### src/hnm_pkg.sv
// hnm_pkg: shared types and constants of the height to normal map block
package hnm_pkg;

    localparam int COL_W      = 11;
    localparam int ROW_W      = 12;
    localparam int PIX_W      = 8;
    localparam int WCFG_W     = 12;
    localparam int HCFG_W     = 13;
    localparam int CFG_DATA_W = 13;
    localparam int CFG_IDX_W  = 2;
    localparam int SQ_W       = 16;
    localparam int SUM_W      = 18;
    localparam int TGT_W      = 30;
    localparam int PROD_W     = 34;

    localparam logic [CFG_IDX_W-1:0] CFG_IMAGE_WIDTH  = 2'd0;
    localparam logic [CFG_IDX_W-1:0] CFG_IMAGE_HEIGHT = 2'd1;

    localparam logic [WCFG_W-1:0] WIDTH_RESET  = 12'd256;
    localparam logic [HCFG_W-1:0] HEIGHT_RESET = 13'd256;
    localparam logic [HCFG_W-1:0] MAX_HEIGHT   = 13'd4096;

    // z component is fixed at 102, so its square is fixed too
    localparam logic [SUM_W-1:0] VZ_SQ = 18'd10404;

    typedef enum logic [1:0] {
        RD_PREV_LEFT,
        RD_PREV_CENTER,
        RD_PREV_RIGHT,
        RD_CUR_CENTER
    } rd_sel_t;

    typedef enum logic [1:0] {
        RES_UPPER,
        RES_LEFT,
        RES_LAST
    } res_t;

    typedef enum logic [3:0] {
        ST_IDLE,
        ST_READ,
        ST_WRITE,
        ST_SETUP_VEC,
        ST_SETUP_SUM,
        ST_SQUARE,
        ST_COMPARE,
        ST_EMIT,
        ST_FINISH
    } state_t;

    typedef struct packed {
        logic       take_item;
        logic       rd_en;
        rd_sel_t    rd_sel;
        logic       cap_en;
        rd_sel_t    cap_sel;
        logic       wr_en;
        logic       setup_vec;
        logic       setup_sum;
        res_t       res_sel;
        logic       square;
        logic       compare;
        logic [2:0] bit_idx;
        logic       load_out;
        logic       last;
        logic       finish;
    } cmd_t;

    typedef struct packed {
        logic need_upper;
        logic need_left;
        logic need_last;
        logic out_free;
    } status_t;

endpackage

### src/hnm_ctrl.sv
// hnm_ctrl: sequencer for line buffer access, normal search and result hand-off
module hnm_ctrl (
    input  logic            clk,
    input  logic            rst_n,
    input  logic            in_valid,
    output logic            in_stall,
    input  hnm_pkg::status_t status,
    output hnm_pkg::cmd_t   cmd
);
    import hnm_pkg::*;

    state_t     state_reg, state_next;
    logic [2:0] step_reg, step_next;
    res_t       res_reg, res_next;
    logic       more_after;
    logic       any_need;
    res_t       first_res;
    res_t       after_res;

    always_ff @(posedge clk or negedge rst_n)
    begin
        if (!rst_n)
        begin
            state_reg <= ST_IDLE;
            step_reg  <= 3'd0;
            res_reg   <= RES_UPPER;
        end
        else
        begin
            state_reg <= state_next;
            step_reg  <= step_next;
            res_reg   <= res_next;
        end
    end

    always_comb
    begin
        any_need  = status.need_upper || status.need_left || status.need_last;
        first_res = status.need_upper ? RES_UPPER : (status.need_left ? RES_LEFT : RES_LAST);
        case (res_reg)
            RES_UPPER: more_after = status.need_left || status.need_last;
            RES_LEFT:  more_after = status.need_last;
            default:   more_after = 1'b0;
        endcase
        after_res = (res_reg == RES_UPPER && status.need_left) ? RES_LEFT : RES_LAST;
    end

    always_comb
    begin
        state_next   = state_reg;
        step_next    = step_reg;
        res_next     = res_reg;
        in_stall     = 1'b1;
        cmd          = '0;
        cmd.res_sel  = res_reg;
        cmd.bit_idx  = step_reg;
        cmd.rd_sel   = rd_sel_t'(step_reg[1:0]);
        cmd.cap_sel  = rd_sel_t'(step_reg[1:0] - 2'd1);
        unique case (state_reg)
            ST_IDLE:
            begin
                in_stall = 1'b0;
                if (in_valid)
                begin
                    cmd.take_item = 1'b1;
                    step_next     = 3'd0;
                    state_next    = ST_READ;
                end
            end
            ST_READ:
            begin
                // read data lands in the cycle after its address
                cmd.rd_en  = (step_reg != 3'd4);
                cmd.cap_en = (step_reg != 3'd0);
                if (step_reg == 3'd4)
                    state_next = ST_WRITE;
                else
                    step_next = step_reg + 3'd1;
            end
            ST_WRITE:
            begin
                cmd.wr_en = 1'b1;
                if (any_need)
                begin
                    res_next   = first_res;
                    state_next = ST_SETUP_VEC;
                end
                else
                    state_next = ST_FINISH;
            end
            ST_SETUP_VEC:
            begin
                cmd.setup_vec = 1'b1;
                state_next    = ST_SETUP_SUM;
            end
            ST_SETUP_SUM:
            begin
                cmd.setup_sum = 1'b1;
                step_next     = 3'd7;
                state_next    = ST_SQUARE;
            end
            ST_SQUARE:
            begin
                cmd.square = 1'b1;
                state_next = ST_COMPARE;
            end
            ST_COMPARE:
            begin
                cmd.compare = 1'b1;
                if (step_reg == 3'd0)
                    state_next = ST_EMIT;
                else
                begin
                    step_next  = step_reg - 3'd1;
                    state_next = ST_SQUARE;
                end
            end
            ST_EMIT:
            begin
                cmd.last = !more_after;
                if (status.out_free)
                begin
                    cmd.load_out = 1'b1;
                    if (more_after)
                    begin
                        res_next   = after_res;
                        state_next = ST_SETUP_VEC;
                    end
                    else
                        state_next = ST_FINISH;
                end
            end
            ST_FINISH:
            begin
                cmd.finish = 1'b1;
                state_next = ST_IDLE;
            end
            default:
            begin
                state_next = ST_IDLE;
            end
        endcase
    end

`ifndef SYNTHESIS
    a_take_starts_read: assert property (@(posedge clk) disable iff (!rst_n)
        (state_reg == ST_IDLE && in_valid) |=> (state_reg == ST_READ))
        else $error("accepted item did not start the line buffer reads");

    a_load_needs_room: assert property (@(posedge clk) disable iff (!rst_n)
        cmd.load_out |-> status.out_free)
        else $error("result loaded over an untaken result");

    a_search_ends: assert property (@(posedge clk) disable iff (!rst_n)
        (state_reg == ST_COMPARE && step_reg == 3'd0) |=> (state_reg == ST_EMIT))
        else $error("normal search did not end after the last bit");

    a_write_after_reads: assert property (@(posedge clk) disable iff (!rst_n)
        cmd.wr_en |-> ($past(state_reg) == ST_READ))
        else $error("line buffer written before its reads completed");
`endif

endmodule

### config.mk
export PLATFORM = sky130hd
export DESIGN_NAME = hnm_ctrl
export DESIGN_NICKNAME = d
export VERILOG_FILES = /design/src/hnm_pkg.sv /design/src/hnm_ctrl.sv
export SDC_FILE = /design/constraint.sdc
export NUM_CORES = 1
export LEC_CHECK = 0
export ABC_AREA = 1
export BUFFER_PORTS_ARGS = -buffer_cell sky130_fd_sc_hd__buf_2
export CAP_MARGIN = 20
export CORE_MARGIN = 1
export CORE_UTILIZATION = 43
export DETAILED_ROUTE_END_ITERATION = 16
export PLACE_DENSITY = 0.74
export SETUP_SLACK_MARGIN = 0.4
export SLEW_MARGIN = 5
export SYNTH_ARGS = -nofsm -noshare
export SYNTH_HDL_FRONTEND = slang
export SYNTH_SLANG_ARGS = --single-unit
### constraint.sdc
create_clock -name clk -period 1.5 [get_ports clk]
set_clock_uncertainty 0.1 [all_clocks]
set_input_delay 0.3 -clock clk [delete_from_list [all_inputs] [get_ports clk]]
set_output_delay 0.3 -clock clk [all_outputs]
set_load 0.01 [all_outputs]
==> flow_metrics.py, run 1 <==
metrics = {
    "outcome": {
        "status": "stopped before the end",
        "haltStage": "global routing (5_1_grt)",
        "firstError": "[ERROR DPL-0038] Utilization greater than 100%, impossible to legalize",
    },
    "floorplan": {
        "fp-row-count": 14,
        "die_x_um": 44.3,
        "ios": 28,
        "die_y_um": 44.3,
        "initial_core_util_pct": 48.2,
    },
    "clocking": {
        "cts_sinks": 9,
        "root_buffer": "clkbuf_4",
        "cts_max_level": 1,
        "max-clock-path-buffers": 2,
        "cts_buffers": 3,
    },
    "yosys": {
        "syn_inst": 120,
        "netlist.top_cell.by_area": "dfrtp_1",
        "synthTopCellsByArea": "dfrtp_1 29%, nand2_1 15%, inv_1 11%",
        "synth_top_area_share_pct": 29.3,
        "ys_seq_elements": 9,
        "yosys_warnings": 0,
        "syn_area_per_cell_um2": 6.40,
        "netlist_area_um2": 768,
        "synth_fp_nets": 129,
        "synthDistinctLibCells": 20,
        "seq_area_frac_synth_pct": 29.3,
    },
    "place": {
        "io_buffer_count": 27,
        "dp_hpwl_um": 1640,
        "dpl.cell_count": 184,
        "gp_congestion": 0.852,
    },
    "timing": {
        "endpoint_type": "primary output",
        "grt_worst_setup_endpoint": "cmd[1]",
    },
    "grt": {
        "grt_max_degree": 10,
    },
}
## cell families after synthesis
family | synth area share, %
AND/OR/NAND/NOR | 42.8
buffers and inverters | 15.1
adder cells (fa/ha/maj) | 3.26
flip-flops | 29.3
AO/OA/AOI/OAI | 9.45
## stage by stage
step / instance area (um2) / setup WS, ns / util (%) / setup TNS (ns)
floorplan: 825 / 0.0130 / - / 0
global placement: 1090 / -0.0336 / 68.2 / -0.0485
detailed placement: 1090 / -0.0708 / 68.2 / -0.154
CTS: 1420 / -0.286 / 88.9 / -2.52
## synthesized netlist by cell type
cell and instances:
inv_1 22, ha_1 2, nor2_4 4, nor3_1 2
nor3_2 1, or2_2 1, nand3b_1 1, or2_1 1
dfrtp_1 9, inv_2 5, nor2_2 1, nand2_1 30
o22ai_2 1, a21oi_1 6, o21ai_1 4, nand3_1 10
nand2_2 6, buf_4 2, o21ai_0 2, nor2_1 10
## timing repair
| action | 4_1_cts |
|---|---|
| resized for setup | 51 |
| setup endpoints to repair | 30 |
| pin swaps | 18 |
| hold buffers | 1 |
| endpoints found under the hold margin | 9 |
| setup buffers | 12 |
==> inputs of run 2 (changes only) <==
CORE_AREA = 2 2 63 65   (was default)
CORE_MARGIN = default   (was 1)
CORE_UTILIZATION = default   (was 43)
DIE_AREA = 0 0 65 67   (was default)
PLACE_DENSITY = default   (was 0.74)
PLACE_DENSITY_LB_ADDON = 0.15   (was default)
SETUP_SLACK_MARGIN = default   (was 0.4)
clock period = 1.95 ns   (was 1.5 ns; I/O delays follow)
==> flow_metrics.py, run 2 <==
metrics = {
    "yosys": {
        "syn_inst": 120,
        "syn_area_per_cell_um2": 6.40,
        "ys_seq_elements": 9,
        "synth_top_area_share_pct": 29.3,
        "synth_fp_nets": 129,
        "synth_ff_type": "dfrtp_1",
        "synth_compound_area_share_pct": 9.45,
        "synth-adder-area-share_pct": 3.26,
        "yosys_warnings": 0,
        "synth_xor_area_share_pct": 0,
        "synth_top_family_by_area": "simple AND/OR/NAND/NOR gates",
        "yosys.area_share.simple_pct": 42.8,
        "netlist.top_cell.by_area": "dfrtp_1",
        "seq_area_frac_synth_pct": 29.3,
        "synthTopCellsByArea": "dfrtp_1 29%, nand2_1 15%, inv_1 11%",
        "synth_edf_count": 0,
        "synth_common_cells": "30 x nand2_1, 22 x inv_1, 10 x nand3_1, 10 x nor2_1, 9 x dfrtp_1",
        "netlist_area_um2": 768,
        "async_flop_share_pct": 100,
        "synthMuxAreaShare_pct": 0,
        "synthDistinctLibCells": 20,
        "synth.most_common_cell": "nand2_1",
    },
    "grt": {
        "grtUsageTotal_pct": 9.41,
        "antenna_found_initial": 0,
        "overflow": 0,
        "grt_pass1_vias": 741,
        "grt_max_degree": 10,
        "grt_pass1_wl_um": 3170,
    },
    "cells_and_area": {
        "nNetsFinal": 165,
        "layout-drive-gt1-share_pct": 38.7,
        "mostFrequentLayoutCells": "30 x nand2_1, 27 x buf_2, 22 x inv_1",
        "largest_reg_flops": 4,
        "final_util_pct": 29.7,
        "final_common_cell": "nand2_1",
        "diodes": 0,
        "area_growth_syn_to_layout_pct": 39.6,
    },
    "place": {
        "dp_hpwl_um": 1620,
        "io_buffer_count": 27,
        "gp_congestion": 0.784,
    },
    "floorplan": {
        "die_y_um": 67,
        "core_area_mm2": 0.00361,
        "fp-row-count": 22,
        "die_area_mm2": 0.00436,
        "initial_core_util_pct": 21.3,
        "ios": 28,
        "die_x_um": 65,
    },
    "critical_path": {
        "crit_start": "state_reg[3]",
        "worstReg2RegEnd": "step_reg[2]",
        "critPathKind": "reg2out",
        "path_max_fanout": 3,
        "startpoint_type": "flop",
        "cp-endpoint": "cmd[1]",
        "ff2ff_path_depth": 13,
        "arrival_ns": 1.36,
        "regToRegStartpoint": "state_reg[3]",
        "cp-end-kind": "primary output",
        "regToRegSetupSlack_ns": 0.24,
        "crit_required_ns": 1.46,
    },
    "detailed_routing": {
        "num_vias": 828,
        "wl_per_cell_um": 9.38,
        "antenna_left": 0,
        "drcViolationCount": 0,
        "wirelength_um": 1910,
        "dr.first_iter.drc_count": 37,
        "dr.pass1.iters": 4,
        "vias_per_cell": 4.08,
    },
    "clocking": {
        "clk_latency_ns": 0.22,
        "cts_tree": "yes",
        "cts_max_level": 1,
        "clkTransAtPathRegs_ns": 0.04,
        "root_buffer": "clkbuf_8",
        "max-clock-path-buffers": 2,
        "cts_sinks": 9,
        "cts_buffers": 3,
    },
    "power": {
        "leakagePower_uw": 0.000630,
        "irDropWorstVdd_v": 0.000397,
        "p_sw_uw": 840,
        "powerDensity_mw_per_mm2": 1580,
        "clkPwrFrac_pct": 12.1,
        "intPower_uw": 850,
        "combPwrFrac_pct": 65.2,
        "pwr-share-seq_pct": 22.7,
        "netSwitchingFraction_pct": 49.7,
    },
    "hold_path": {
        "min_path_type": "in2reg",
    },
    "timing": {
        "worstMarginPinSlew_ns": 0.222,
        "fin_crit_ns": 1.85,
        "final-hold-violation-count": 0,
        "slew_headroom_pct": 85.2,
        "fmax_mhz": 540,
        "finalSetupViolCount": 0,
        "rsz0062_at_grt": "no",
        "drv_slew": 0,
        "period_share_pct": 94.9,
        "tns_ns": 0,
    },
    "outcome": {
        "status": "finished, final reports clean",
    },
    "flow_run": {
        "cap_violations": 0,
    },
}
## run 2: cell families after synthesis
family / after synthesis
simple gates: 67
flops: 9
fa+ha+maj: 2
buf+inv: 29
compound gates: 13
## run 2: cell type report
class / instances / area [um2]
sequential: 9 / 230
clock buffer: 4 / 45.0
inverter: 27 / 101
fill: 415 / 2530
timing repair buffer: 33 / 195
tap: 48 / 60.1
multi-input combinational: 82 / 440
## run 2: worst max-delay path: stages, from the launching register on
cell	delay [ns]
dfrtp_2	0.43
inv_2	0.07
nand2_2	0.07
nor2_4	0.11
inv_2	0.05
or2_1	0.24
inv_1	0.05
buf_2	0.11
## run 2: per-layer routing
| layer | GRT usage, % | routed length [um] | part of all wire [%] |
|---|---|---|---|
| met1 | 11.8 | 888 | 47 |
| met2 | 15.3 | 885 | 46 |
| met3 | 1.69 | 103 | 5.4 |
| met4 | 4.79 | 27 | 1.4 |
| met5 | 0 | 0 | 0 |
## run 2: what timing repair did
item	4_1_cts	5_1_grt
endpoints found under the setup margin	1	3
buffers inserted	1	3
hold buffers	1	0
resized for setup	1	6
pin swaps	1	1
endpoints found under the hold margin	9	0
## run 2: worst min path at each step
stage	end	startpoint	depth (start not counted)	slack [ns]
floorplan	res_reg[0]	rst_n	0	-0.006
global placement	state_reg[2]	rst_n	1	0.15
detailed placement	state_reg[2]	rst_n	1	0.15
CTS	res_reg[0]	status[2]	3	0.37
global route	res_reg[0]	status[2]	3	0.40
finish	res_reg[0]	status[2]	3	0.38
## run 2: power by group through the flow
stage               combinational (uW)  clock, uW  sequential (uW)
floorplan                          730          0              384
detailed placement                1040          0              382
CTS                               1060        212              382
global route                      1240        232              406
global placement                  1040          0              381
finish                            1100        204              383
## run 2: per-stage QoR
step	cell area [um2]	setup WS [ns]	power, uW	cells	hold WS [ns]
5_1_grt	1070	0.00188	1880	203	0.400
3_5_place_dp	956	0.199	1430	194	0.152
6_report	1070	0.0988	1690	203	0.378
4_1_cts	1020	0.0115	1650	200	0.374
3_3_place_gp	956	0.218	1420	194	0.151
2_1_floorplan	768	0.349	1110	120	-0.00559
Power figures use the tool's default switching activity.
